===== config.mk =====
export PLATFORM = sky130hd
export DESIGN_NAME = avcc_to_annexb_converter
export DESIGN_NICKNAME = d
export VERILOG_FILES = /design/src/hdl/a2b_pkg.sv /design/src/hdl/a2b_front.sv /design/src/hdl/a2b_cmd_queue.sv /design/src/hdl/a2b_back.sv /design/src/hdl/avcc_to_annexb_converter.sv
export SDC_FILE = /design/constraint.sdc
export NUM_CORES = 1
export LEC_CHECK = 0
export BUFFER_PORTS_ARGS = -buffer_cell sky130_fd_sc_hd__clkbuf_2
export CORE_ASPECT_RATIO = 1.5
export CORE_MARGIN = 4
export CORE_UTILIZATION = 50
export DETAILED_ROUTE_END_ITERATION = 10
export PLACE_DENSITY = 0.68
export SLEW_MARGIN = 20
export SYNTH_ARGS = -nofsm -noshare
export SYNTH_HDL_FRONTEND = slang
export SYNTH_SLANG_ARGS = --single-unit

===== constraint.sdc =====
create_clock -name clk -period 3.3 [get_ports clk]
set_input_delay 0.66 -clock clk [delete_from_list [all_inputs] [get_ports clk]]
set_output_delay 0.66 -clock clk [all_outputs]
set_load 0.02 [all_outputs]

===== src/hdl/a2b_pkg.sv =====
// a2b_pkg: shared types, codes and prefix tables for the AVCC to Annex B converter.
// Used by a2b_front, a2b_cmd_queue, a2b_back and avcc_to_annexb_converter.
package a2b_pkg;

    localparam int QDEPTH = 4;
    localparam int QPTR_W = $clog2(QDEPTH);
    localparam int QCNT_W = $clog2(QDEPTH + 1);

    localparam logic [1:0] PFX_NONE  = 2'd0;
    localparam logic [1:0] PFX_AUD   = 2'd1;
    localparam logic [1:0] PFX_LONG  = 2'd2;
    localparam logic [1:0] PFX_SHORT = 2'd3;

    localparam logic [1:0] CLS_OTHER  = 2'd0;
    localparam logic [1:0] CLS_START  = 2'd1;
    localparam logic [1:0] CLS_CONFIG = 2'd2;
    localparam logic [1:0] CLS_VCL    = 2'd3;

    localparam logic [4:0] NAL_AUD = 5'd9;
    localparam logic [4:0] NAL_SPS = 5'd7;
    localparam logic [4:0] NAL_PPS = 5'd8;

    localparam logic [1:0] LEN_LAST_PHASE = 2'd3;

    typedef struct packed {
        logic [1:0] pfx;
        logic [7:0] data;
    } cmd_t;

    typedef struct packed {
        logic              full;
        logic              empty;
        logic [QCNT_W-1:0] count;
    } q_stat_t;

    // start code, access unit delimiter and start code; the start codes are slices of it
    function automatic logic [7:0] aud_byte(input logic [3:0] idx);
        logic [7:0] b;
        case (idx)
            4'd3, 4'd9: b = 8'h01;
            4'd4:       b = 8'h09;
            4'd5:       b = 8'hF0;
            default:    b = 8'h00;
        endcase
        return b;
    endfunction

    function automatic logic [3:0] pfx_len(input logic [1:0] pfx);
        logic [3:0] n;
        case (pfx)
            PFX_AUD:   n = 4'd10;
            PFX_LONG:  n = 4'd4;
            PFX_SHORT: n = 4'd3;
            default:   n = 4'd0;
        endcase
        return n;
    endfunction

    function automatic logic [3:0] pfx_start(input logic [1:0] pfx);
        return (pfx == PFX_SHORT) ? 4'd1 : 4'd0;
    endfunction

endpackage


===== src/hdl/a2b_front.sv =====
// a2b_front: parses NAL lengths and types, tracks access units, issues byte commands.
// Depends on a2b_pkg.
module a2b_front
    import a2b_pkg::*;
(
    input  logic        clk,
    input  logic        rst_n,
    input  logic        fire,
    input  logic [7:0]  data_byte,
    input  logic        packet_first,
    input  logic        packet_last,
    input  logic [31:0] packet_time,
    input  logic        codec_is_h264,
    output logic        push,
    output cmd_t        cmd
);

    logic [31:0] last_time_reg, last_time_next;
    logic        time_seen_reg, time_seen_next;
    logic [1:0]  class_reg, class_next;
    logic [1:0]  phase_reg, phase_next;
    logic [31:0] accum_reg, accum_next;
    logic [31:0] left_reg, left_next;
    logic        skip_reg, skip_next;

    logic        new_au;
    logic [1:0]  class_e;
    logic [1:0]  phase_e;
    logic [31:0] accum_e;
    logic [31:0] left_e;
    logic        skip_e;
    logic        skip_v;
    logic [4:0]  nal_type;
    logic        is_cfg;
    logic [1:0]  new_cls;
    logic [1:0]  pfx;

    always_comb
    begin
        new_au   = !time_seen_reg || (packet_time != last_time_reg);
        class_e  = (packet_first && new_au) ? CLS_START : class_reg;
        phase_e  = packet_first ? 2'd0 : phase_reg;
        accum_e  = packet_first ? 32'd0 : accum_reg;
        left_e   = packet_first ? 32'd0 : left_reg;
        skip_e   = packet_first ? 1'b0 : skip_reg;
        nal_type = data_byte[4:0];
        is_cfg   = (nal_type == NAL_SPS) || (nal_type == NAL_PPS);
        new_cls  = (nal_type inside {[5'd1:5'd5]}) ? CLS_VCL : (is_cfg ? CLS_CONFIG : CLS_OTHER);

        last_time_next = last_time_reg;
        time_seen_next = time_seen_reg;
        class_next     = class_reg;
        phase_next     = phase_reg;
        accum_next     = accum_reg;
        left_next      = left_reg;
        skip_next      = skip_reg;
        skip_v         = skip_e;
        pfx            = PFX_NONE;
        push           = 1'b0;

        if (fire && codec_is_h264)
        begin
            if (packet_first)
            begin
                last_time_next = packet_time;
                time_seen_next = 1'b1;
            end
            class_next = class_e;
            phase_next = phase_e;
            accum_next = accum_e;
            left_next  = left_e;
            skip_next  = skip_e;

            if (left_e == 32'd0)
            begin
                accum_next = (phase_e == 2'd0) ? {24'd0, data_byte} : {accum_e[23:0], data_byte};
                if (phase_e == LEN_LAST_PHASE)
                begin
                    phase_next = 2'd0;
                    left_next  = accum_next;
                end
                else
                begin
                    phase_next = phase_e + 2'd1;
                end
            end
            else
            begin
                if (left_e == accum_e)
                begin
                    if (nal_type == NAL_AUD)
                    begin
                        skip_v     = 1'b1;
                        class_next = CLS_START;
                    end
                    else
                    begin
                        skip_v = 1'b0;
                        if (class_e == CLS_START || (class_e != CLS_OTHER && new_cls != class_e))
                            pfx = PFX_AUD;
                        else if (is_cfg)
                            pfx = PFX_LONG;
                        else
                            pfx = PFX_SHORT;
                        class_next = new_cls;
                    end
                end
                skip_next = skip_v;
                push      = !skip_v;
                left_next = left_e - 32'd1;
            end

            if (packet_last)
            begin
                phase_next = 2'd0;
                accum_next = 32'd0;
                left_next  = 32'd0;
                skip_next  = 1'b0;
            end
        end
    end

    assign cmd.pfx  = pfx;
    assign cmd.data = data_byte;

    always_ff @(posedge clk or negedge rst_n)
    begin
        if (!rst_n)
        begin
            last_time_reg <= 32'd0;
            time_seen_reg <= 1'b0;
            class_reg     <= CLS_START;
            phase_reg     <= 2'd0;
            accum_reg     <= 32'd0;
            left_reg      <= 32'd0;
            skip_reg      <= 1'b0;
        end
        else
        begin
            last_time_reg <= last_time_next;
            time_seen_reg <= time_seen_next;
            class_reg     <= class_next;
            phase_reg     <= phase_next;
            accum_reg     <= accum_next;
            left_reg      <= left_next;
            skip_reg      <= skip_next;
        end
    end

endmodule


===== src/hdl/a2b_cmd_queue.sv =====
// a2b_cmd_queue: small register FIFO of byte commands between front and back.
// Depends on a2b_pkg.
module a2b_cmd_queue
    import a2b_pkg::*;
(
    input  logic    clk,
    input  logic    rst_n,
    input  logic    push,
    input  cmd_t    push_cmd,
    input  logic    pop,
    output cmd_t    head,
    output q_stat_t stat
);

    cmd_t              mem_reg [QDEPTH];
    logic [QPTR_W-1:0] wr_ptr_reg, wr_ptr_next;
    logic [QPTR_W-1:0] rd_ptr_reg, rd_ptr_next;
    logic [QCNT_W-1:0] count_reg, count_next;
    logic              do_push;
    logic              do_pop;

    always_comb
    begin
        do_push     = push && (count_reg != QCNT_W'(QDEPTH));
        do_pop      = pop && (count_reg != '0);
        wr_ptr_next = do_push ? wr_ptr_reg + QPTR_W'(1) : wr_ptr_reg;
        rd_ptr_next = do_pop ? rd_ptr_reg + QPTR_W'(1) : rd_ptr_reg;
        count_next  = count_reg + QCNT_W'(do_push) - QCNT_W'(do_pop);
    end

    always_ff @(posedge clk)
    begin
        if (do_push)
            mem_reg[wr_ptr_reg] <= push_cmd;
    end

    always_ff @(posedge clk or negedge rst_n)
    begin
        if (!rst_n)
        begin
            wr_ptr_reg <= '0;
            rd_ptr_reg <= '0;
            count_reg  <= '0;
        end
        else
        begin
            wr_ptr_reg <= wr_ptr_next;
            rd_ptr_reg <= rd_ptr_next;
            count_reg  <= count_next;
        end
    end

    assign head       = mem_reg[rd_ptr_reg];
    assign stat.full  = (count_reg == QCNT_W'(QDEPTH));
    assign stat.empty = (count_reg == '0);
    assign stat.count = count_reg;

endmodule


===== src/hdl/a2b_back.sv =====
// a2b_back: expands each command into its start code bytes plus the data byte.
// Depends on a2b_pkg; drives the registered output stage.
module a2b_back
    import a2b_pkg::*;
(
    input  logic       clk,
    input  logic       rst_n,
    input  logic       head_valid,
    input  cmd_t       head,
    output logic       pop,
    output logic       out_valid,
    input  logic       out_ready,
    output logic [7:0] out_data,
    output logic       out_last
);

    logic [3:0] pos_reg, pos_next;
    logic       valid_reg, valid_next;
    logic [7:0] data_reg, data_next;
    logic       last_reg, last_next;
    logic       load;
    logic [3:0] plen;
    logic       at_data;

    always_comb
    begin
        plen       = pfx_len(head.pfx);
        at_data    = (pos_reg == plen);
        load       = head_valid && (!valid_reg || out_ready);
        pop        = load && at_data;
        pos_next   = pos_reg;
        valid_next = valid_reg && !out_ready;
        data_next  = data_reg;
        last_next  = last_reg;
        if (load)
        begin
            valid_next = 1'b1;
            last_next  = at_data;
            data_next  = at_data ? head.data : aud_byte(pfx_start(head.pfx) + pos_reg);
            pos_next   = at_data ? 4'd0 : pos_reg + 4'd1;
        end
    end

    always_ff @(posedge clk or negedge rst_n)
    begin
        if (!rst_n)
        begin
            pos_reg   <= 4'd0;
            valid_reg <= 1'b0;
        end
        else
        begin
            pos_reg   <= pos_next;
            valid_reg <= valid_next;
        end
    end

    always_ff @(posedge clk)
    begin
        data_reg <= data_next;
        last_reg <= last_next;
    end

    assign out_valid = valid_reg;
    assign out_data  = data_reg;
    assign out_last  = last_reg;

endmodule


===== src/hdl/avcc_to_annexb_converter.sv =====
// avcc_to_annexb_converter: length-prefixed H.264 byte stream in, Annex B byte stream out.
// Path: front commands pass through the command queue into the registered output stage.
// Throughput: one input byte per cycle; one output byte per cycle while m_tready is high, so
// each NAL start adds 10, 4 or 3 prefix bytes; input stalls once the 4-entry queue fills.
// Reset: rst_n asynchronous, active low; clears parser, access unit state and queue.
// Depends on a2b_pkg, a2b_front, a2b_cmd_queue, a2b_back.
module avcc_to_annexb_converter
    import a2b_pkg::*;
(
    input  logic        clk,
    input  logic        rst_n,
    input  logic        s_tvalid,
    output logic        s_tready,
    input  logic [39:0] s_tdata,   // [7:0] data_byte, [39:8] packet_time
    input  logic [1:0]  s_tuser,   // [0] packet_first, [1] codec_is_h264
    input  logic        s_tlast,
    output logic        m_tvalid,
    input  logic        m_tready,
    output logic [7:0]  m_tdata,   // [7:0] out_byte
    output logic        m_tlast
);

    logic    fire;
    logic    push;
    logic    pop;
    cmd_t    push_cmd;
    cmd_t    head;
    q_stat_t q_stat;

    assign s_tready = !q_stat.full;
    assign fire     = s_tvalid && s_tready;

    a2b_front u_front (
        .clk           (clk),
        .rst_n         (rst_n),
        .fire          (fire),
        .data_byte     (s_tdata[7:0]),
        .packet_first  (s_tuser[0]),
        .packet_last   (s_tlast),
        .packet_time   (s_tdata[39:8]),
        .codec_is_h264 (s_tuser[1]),
        .push          (push),
        .cmd           (push_cmd)
    );

    a2b_cmd_queue u_queue (
        .clk      (clk),
        .rst_n    (rst_n),
        .push     (push),
        .push_cmd (push_cmd),
        .pop      (pop),
        .head     (head),
        .stat     (q_stat)
    );

    a2b_back u_back (
        .clk        (clk),
        .rst_n      (rst_n),
        .head_valid (!q_stat.empty),
        .head       (head),
        .pop        (pop),
        .out_valid  (m_tvalid),
        .out_ready  (m_tready),
        .out_data   (m_tdata),
        .out_last   (m_tlast)
    );

`ifndef SYNTHESIS
    a_count_bound: assert property (@(posedge clk) disable iff (!rst_n)
        q_stat.count <= QCNT_W'(QDEPTH))
        else $error("command queue count overflow");

    a_non_h264_no_cmd: assert property (@(posedge clk) disable iff (!rst_n)
        (fire && !s_tuser[1]) |=> (q_stat.count <= $past(q_stat.count)))
        else $error("non-H264 byte produced a command");

    a_push_counts: assert property (@(posedge clk) disable iff (!rst_n)
        (push && !pop) |=> (q_stat.count == $past(q_stat.count) + QCNT_W'(1)))
        else $error("command push lost");
`endif

endmodule

### After elaboration in Yosys (flattened, before gate mapping)

Memories as Yosys holds them, arrays and structs flattened.
Cells that the tools add are included.

* bits in registers: 123
* RAM bits: 40
* input bits: 47
* output and inout port bits: 11
* word-level logic and storage cells: 111
* memories kept: 1

Memories
* u_queue.mem_reg: depth 4, bits a word 10, rd ports 1, clocked after memory_dff 0, write ports 1, RTL line a2b_cmd_queue.sv:15 `cmd_t mem_reg [QDEPTH];`

* add/subtract/negate cells: 8
* order comparisons: 2
* equality and inequality tests: 18
* multiplexer cells: 41
* reduce and logical (&&, ||, !) cells: 27

Operator list (number)
* 32-bit two-way mux: 8
* 32-bit == test: 1
* 32-bit zero test: 1
* 32-bit inequality test: 1
* 32-bit by 1-bit subtractor with 32-bit output (second input constant): 1
* 2-bit two-way mux: 15
* 8-bit one-hot mux with 3 select lines: 1
* 1-bit two-way mux: 14
* 4-bit one-hot mux with 3 select lines: 1
* 5-bit by 4-bit == test with 1-bit output (second input constant): 2
* 1-bit logical AND: 10
* 4-bit by 3-bit == test with 1-bit output (second input constant): 2
* 8-bit two-way mux: 1
* 2-bit by 1-bit adder with 2-bit output (second input constant): 3
* 2-bit == test (second input constant): 3
* 1-bit zero test: 6
* 5-bit by 3-bit == test with 1-bit output (second input constant): 1
* 5-bit by 1-bit >= comparator with 1-bit output (second input constant): 1
* 5-bit by 3-bit less-or-equal comparator with 1-bit output (second input constant): 1
* 4-bit by 1-bit adder with 4-bit output (second input constant): 1
* 4-bit adder: 1
* 2-bit by 1-bit == test with 1-bit output (second input constant): 2
* 4-bit by 2-bit == test with 1-bit output (second input constant): 1
* 4-bit == test: 1
* other kinds (14): 17

### Longest topological paths before layout

* depth after elaboration: 12
* mapped depth: 13
* depth with buffers taken out: 10

### Modules after synthesis

From an unflattened synthesis, not the netlist that was laid out.

* cell total of the unflattened synthesis: 842
* area, all modules: 9173.8 µm²

By module, submodules not included
* a2b_front: times used 1, cells each 675, area each 6443.7 µm², sequential area each 2553.7 µm²
* a2b_cmd_queue: times used 1, cells each 93, area each 1911.8 µm², sequential area each 1376.3 µm²
* a2b_back: times used 1, cells each 71, area each 804.5 µm², sequential area each 395.4 µm²
* avcc_to_annexb_converter: times used 1, cells each 3, area each 13.8 µm², sequential area each 0.0 µm²

### Least setup slack after synthesis

OpenSTA, ideal clock, no wires.

* kind: in2reg
* start point: input port s_tuser[0]
* end point: register u_queue.count_reg[2]
* library setup time: 0.123 ns
* data arrival time: 2.972 ns
* required time: 3.177 ns
* slack: 0.206 ns
* stages on the path: 11
* path buffers: 1
* cell sequence: clkinv_1 > clkbuf_1 > nand2_1 > ha_1 > inv_1 > or4_4 > nand2_1 > a211oi_2 > ha_1 > fa_1 > xnor2_1

* word-level cells in the longest chain between the ends: 11
* elaborated cells between the ends (all ways): 14
* those cells by class: add/sub (2); eq/ne (1); mux (8); reduce/logical (3)

Ends and longest elaborated chain
* start: declaration: RTL line avcc_to_annexb_converter.sv:15 `input logic [1:0] s_tuser,`
* 32-bit two-way mux (on tied branches): RTL line a2b_front.sv:44, a2b_front.sv:43
* 32-bit == test: RTL line a2b_front.sv:89 `if (left_e == accum_e)`
* 1-bit two-way mux: RTL line a2b_front.sv:89
* 1-bit two-way mux: RTL line a2b_front.sv:74 `if (left_e == 32'd0)`
* 1-bit two-way mux: RTL line a2b_front.sv:61 `if (fire && codec_is_h264)`
* 1-bit zero test: RTL line a2b_front.sv:109 `push = !skip_v;`
* 1-bit two-way mux *: RTL line a2b_front.sv:74
* 1-bit two-way mux *: RTL line a2b_front.sv:61
* 1-bit logical AND *: RTL line a2b_cmd_queue.sv:24 `do_push = push && (count_reg != QCNT_W'(QDEPTH));`
* named net u_queue.do_push: RTL line a2b_cmd_queue.sv:19 `logic do_push;`
* 3-bit by 1-bit adder with 3-bit output *: RTL line a2b_cmd_queue.sv:28 `count_next = count_reg + QCNT_W'(do_push) - QCNT_W'(do_pop);`
* 3-bit by 1-bit subtractor with 3-bit output *: RTL line a2b_cmd_queue.sv:28
* named net u_queue.count_next[2]: RTL line a2b_cmd_queue.sv:18 `logic [QCNT_W-1:0] count_reg, count_next;`
* end signal: assignment: RTL line a2b_cmd_queue.sv:49 `count_reg <= count_next;`
* end: declaration: RTL line a2b_cmd_queue.sv:18

Mark *: on every way through the listed nets, which the timed path passes. The rest lies on a longest branch. The select of a mux whose other input is x is not followed.
A chain may end at the register's enable or synchronous reset.

### Worst setup path in the final report

* start point: register u_front.left_reg[27]
* end point: memory u_queue.mem_reg[0][7] (netlist name), enable pin

* word-level cells in the longest chain between the ends: 11
* elaborated cells between the ends (all ways): 12
* those cells by class: eq/ne (1); mux (8); reduce/logical (3)

Ends and longest elaborated chain
* start: declaration: RTL line a2b_front.sv:23 `logic [31:0] left_reg, left_next;`
* start signal: assignment: RTL line a2b_front.sv:145 `left_reg <= left_next;`
* 32-bit two-way mux *: RTL line a2b_front.sv:44 `left_e = packet_first ? 32'd0 : left_reg;`
* 32-bit == test: RTL line a2b_front.sv:89
* 1-bit two-way mux: RTL line a2b_front.sv:89
* 1-bit two-way mux: RTL line a2b_front.sv:74
* 1-bit two-way mux: RTL line a2b_front.sv:61
* 1-bit zero test: RTL line a2b_front.sv:109
* 1-bit two-way mux *: RTL line a2b_front.sv:74
* 1-bit two-way mux *: RTL line a2b_front.sv:61
* 1-bit logical AND *: RTL line a2b_cmd_queue.sv:24
* named net u_queue.do_push: RTL line a2b_cmd_queue.sv:19
* 1-bit two-way mux *: RTL line a2b_cmd_queue.sv:33 `if (do_push)`
* 1-bit two-way mux (not written as such) *: RTL line a2b_cmd_queue.sv:34 `mem_reg[wr_ptr_reg] <= push_cmd;`
* end: declaration: RTL line a2b_cmd_queue.sv:15

Marks and branches as above.

==> key figures <==
Status
  • Outcome: complete, no violations

GRT
  • Wire length of the first global-routing pass: 38,000 um
  • Vias in the first global route: 6,985
  • Initial antenna violation count: 0
  • GRT Total Usage: 0.251
  • Largest net degree at the start of global routing: 115
  • Gr ovfl total: 0

Placed design
  • Detailed Place HPWL: 17,500 um
  • Buffers on Ports: 57
  • Placer Congestion: 0.987
  • DP Area: 9440 sq um

Final layout
  • Filler cells: 1,447
  • Final Cell Area: 10,000 sq um
  • Area grow syn2layout: 14.7%
  • Fin nets: 928
  • Layout cells sized above 1: 0.220
  • # diodes: 0
  • Max FFs per register: 40

Min path
  • Hold WC Path Type: in -> async

Die
  • DIE AREA: 19,700 sq um
  • Starting density of the core: 0.514
  • I/O pins: 58
  • Die height: 170 um
  • Die width: 116 um
  • Core area: 17,000 sq um
  • Std cell rows: 58

Detailed routing
  • DR vias/cell: 6.30
  • Iteration-0 DRC Markers: 752
  • First-pass iteration count of the detailed router: 8
  • Remaining DRCs: 0
  • Per-cell routed wire length: 21.8 um
  • DR top layer: met4
  • Post-route antenna net violation count: 0
  • WL met3: 1370 um
  • Routed wl met2: 12,300 um
  • DRT Wirelength: 23,800 um
  • DR vias: 6,874
  • Met1 wire length: 8980 um

Logic synthesis
  • Post-synth top area cell: dfrtp_1
  • Primary FF master, synth: dfrtp_1
  • #FFs+latches synth: 163
  • Ranking of synthesized cells by area: dfrtp_1, edfxtp_1, mux2_2, xor2_1, a22o_1
  • Seq/Total Area, Yosys: 0.496
  • Ys Warns: 0
  • Count of flip-flops with a built-in enable after synthesis: 49
  • Cells after synthesis: 796
  • Avg Inst Size Synth: 11.0 sq um
  • Ys async rst share: 0.699
  • Syn nets: 856
  • Syn Std Cell Area: 8730 sq um
  • Post-synth top area share: 0.324
  • Number of library cell types mapped by synthesis: 76

Worst setup path
  • Crit. End Element: flop
  • CP max-delay cell: a2111oi_0
  • CP cell instances: xnor2_1, nand2_1, a2111oi_0, buf_4, a311oi_1, a211oi_2, buf_4, and2_1, buf_4
  • WS Path Type: reg -> reg
  • CP arrival: 3.20 ns
  • WP buf/inv: 3
  • Delay-heaviest family, CP: compound AO/OA/AOI/OAI gates
  • Worst Setup Start Kind: flop
  • Max incr delay on CP: 0.74 ns
  • RR Endpoint: u_queue.mem_reg[0][7]
  • Crit path from: u_front.left_reg[27]
  • Crit path to: u_queue.mem_reg[0][7]
  • Crit Path Max Fanout: 10
  • Crit path top cell by count: buf_4
  • Reg-to-Reg Start: u_front.left_reg[27]
  • Worst reg-to-reg setup slack: 0.23 ns
  • Required @ worst endpoint: 3.43 ns
  • R2r worst-path depth: 9
  • WP depth: 9

STA
  • Least-Margin Pin Slew: 0.843 ns
  • Final period util: 0.930
  • RSZ-0062 raised after global routing: no
  • Worst rel slew slack: 0.424
  • Slew Limit Fails: 0
  • Setup violators final: 0
  • Period minus WS final: 3.07 ns
  • Setup TNS: 0 ns
  • Clock Skew: 0.00967 ns
  • Fmax: 326 MHz
  • Final Hold Fails: 0

Clocking
  • Clock-pin transition on the worst setup and hold timing paths: 0.07 ns
  • CTS Buf Count: 17
  • Gates resized, CTS repair: 0
  • H-Tree Level Count: 4
  • CTS tree: done
  • Clk Latency, worst-skew pair: 0.43 ns
  • Hold buffers post-CTS: 0
  • Setup Fix Bufs, Post-CTS: 0
  • Clk root buf: clkbuf_16
  • Clock sinks: 163
  • Clock tree buffer depth: 2

Power and ir drop
  • Leakage power figure: 4.11 nW
  • Power Density: 860 nW/um^2
  • Worst vdd ir: 594 uV

Run
  • Max-cap violations: 0
[through the flow]
step	setup slack [ns]	power [mW]	hold WS, ns	util	cells
2_1_floorplan	0.206	5.48	0.364	-	796
3_3_place_gp	0.206	6.53	0.448	0.556	1059
3_5_place_dp	0.196	6.66	0.456	0.556	1059
4_1_cts	0.175	8.61	0.340	0.590	1091
5_1_grt	0.0562	9.14	0.323	0.590	1091
6_report	0.229	8.62	0.219	0.590	1091
[synth_stat cells, types with 5 or more instances]
| cell type | number |
|---|---|
| dfrtp_1 | 113 |
| nand2_1 | 54 |
| edfxtp_1 | 49 |
| o21ai_0 | 44 |
| a21oi_1 | 37 |
| nor2_1 | 36 |
| xor2_1 | 36 |
| a22o_1 | 35 |
| mux2_2 | 34 |
| xnor2_1 | 34 |
| clkbuf_1 | 33 |
| inv_1 | 32 |
| nor3_1 | 21 |
| nor4_1 | 20 |
| a31oi_1 | 13 |
| ha_1 | 12 |
| nand3_1 | 11 |
| nand4_1 | 11 |
| buf_2 | 10 |
| mux4_2 | 10 |
| nor2b_1 | 10 |
| o211ai_1 | 10 |
| nand2b_1 | 9 |
| a32o_1 | 6 |
| and2_1 | 6 |
| buf_6 | 6 |
| nand3b_1 | 6 |
| a21o_1 | 5 |
| a221o_1 | 5 |
| o22ai_1 | 5 |
| or3_1 | 5 |
[cell families (layout without fill, tap and decap cells)]
logic type	Yosys count	after routing	synth area share
AO/OA/AOI/OAI	208	208	0.167
XOR/XNOR	70	70	0.0702
adder cells (fa/ha/maj)	13	13	0.0195
buffers and inverters	83	168	0.0423
flip-flops	163	163	0.496
multiplexers	48	48	0.0743
AND/OR/NAND/NOR	211	211	0.131
[report_power, final]
part	internal [mW]	switching [mW]	leakage, nW	total, mW
logic	1.52	1.86	1.91	3.38
clock network	1.09	0.843	0.281	1.94
registers	2.62	0.674	1.91	3.30
total	5.24	3.38	4.11	8.62
[area by class of cell]
class	count	area [sq um]	share of cell area
flip-flops and latches	163	4330	0.432
multi-input cells	550	4040	0.403
repair buffers	103	683	0.0682
clock buffers	20	457	0.0456
well taps	210	263	0.0262
inverters	33	124	0.0124
clock inverters	12	123	0.0122
[worst register-to-register path, stage by stage, from the launching register on]
cell and delay, ns:
dfrtp_1 0.46, xnor2_1 0.35, nand2_1 0.08, a2111oi_0 0.74, buf_4 0.25, a311oi_1 0.10
a211oi_2 0.30, buf_4 0.19, and2_1 0.12, buf_4 0.19
[layer usage]
| layer | global-route usage | vias up |
|---|---|---|
| met5 | 0 | - |
| met4 | 0.121 | 0 |
| met3 | 0.0484 | 92 |
| met2 | 0.431 | 315 |
| met1 | 0.299 | 3351 |
| li1 | - | 3116 |
[layout by cell type, fill, tap and decap left out, types with 11 or more instances in the layout]
cell and instances:
dfrtp_1 113, clkbuf_2 56, nand2_1 54, edfxtp_1 49
o21ai_0 44, buf_4 43, a21oi_1 37, nor2_1 36
xor2_1 36, a22o_1 35, xnor2_1 34, mux2_2 34
inv_1 32, nor3_1 21, nor4_1 19, clkbuf_16 17
a31oi_1 13, ha_1 12, nand4_1 11, nand3_1 11
[worst min-delay path by stage]
stage / startpoint / end / cells after the start
final: rst_n / u_back.out_valid / 2
after global routing: rst_n / u_back.pos_reg[0] / 2
after CTS: rst_n / u_back.pos_reg[0] / 2
after detailed placement: u_front.time_seen_reg / u_front.time_seen_reg / 1
after global placement: u_front.time_seen_reg / u_front.time_seen_reg / 1
after floorplan: rst_n / u_back.out_valid / 0
Power figures use the tool's default switching activity.
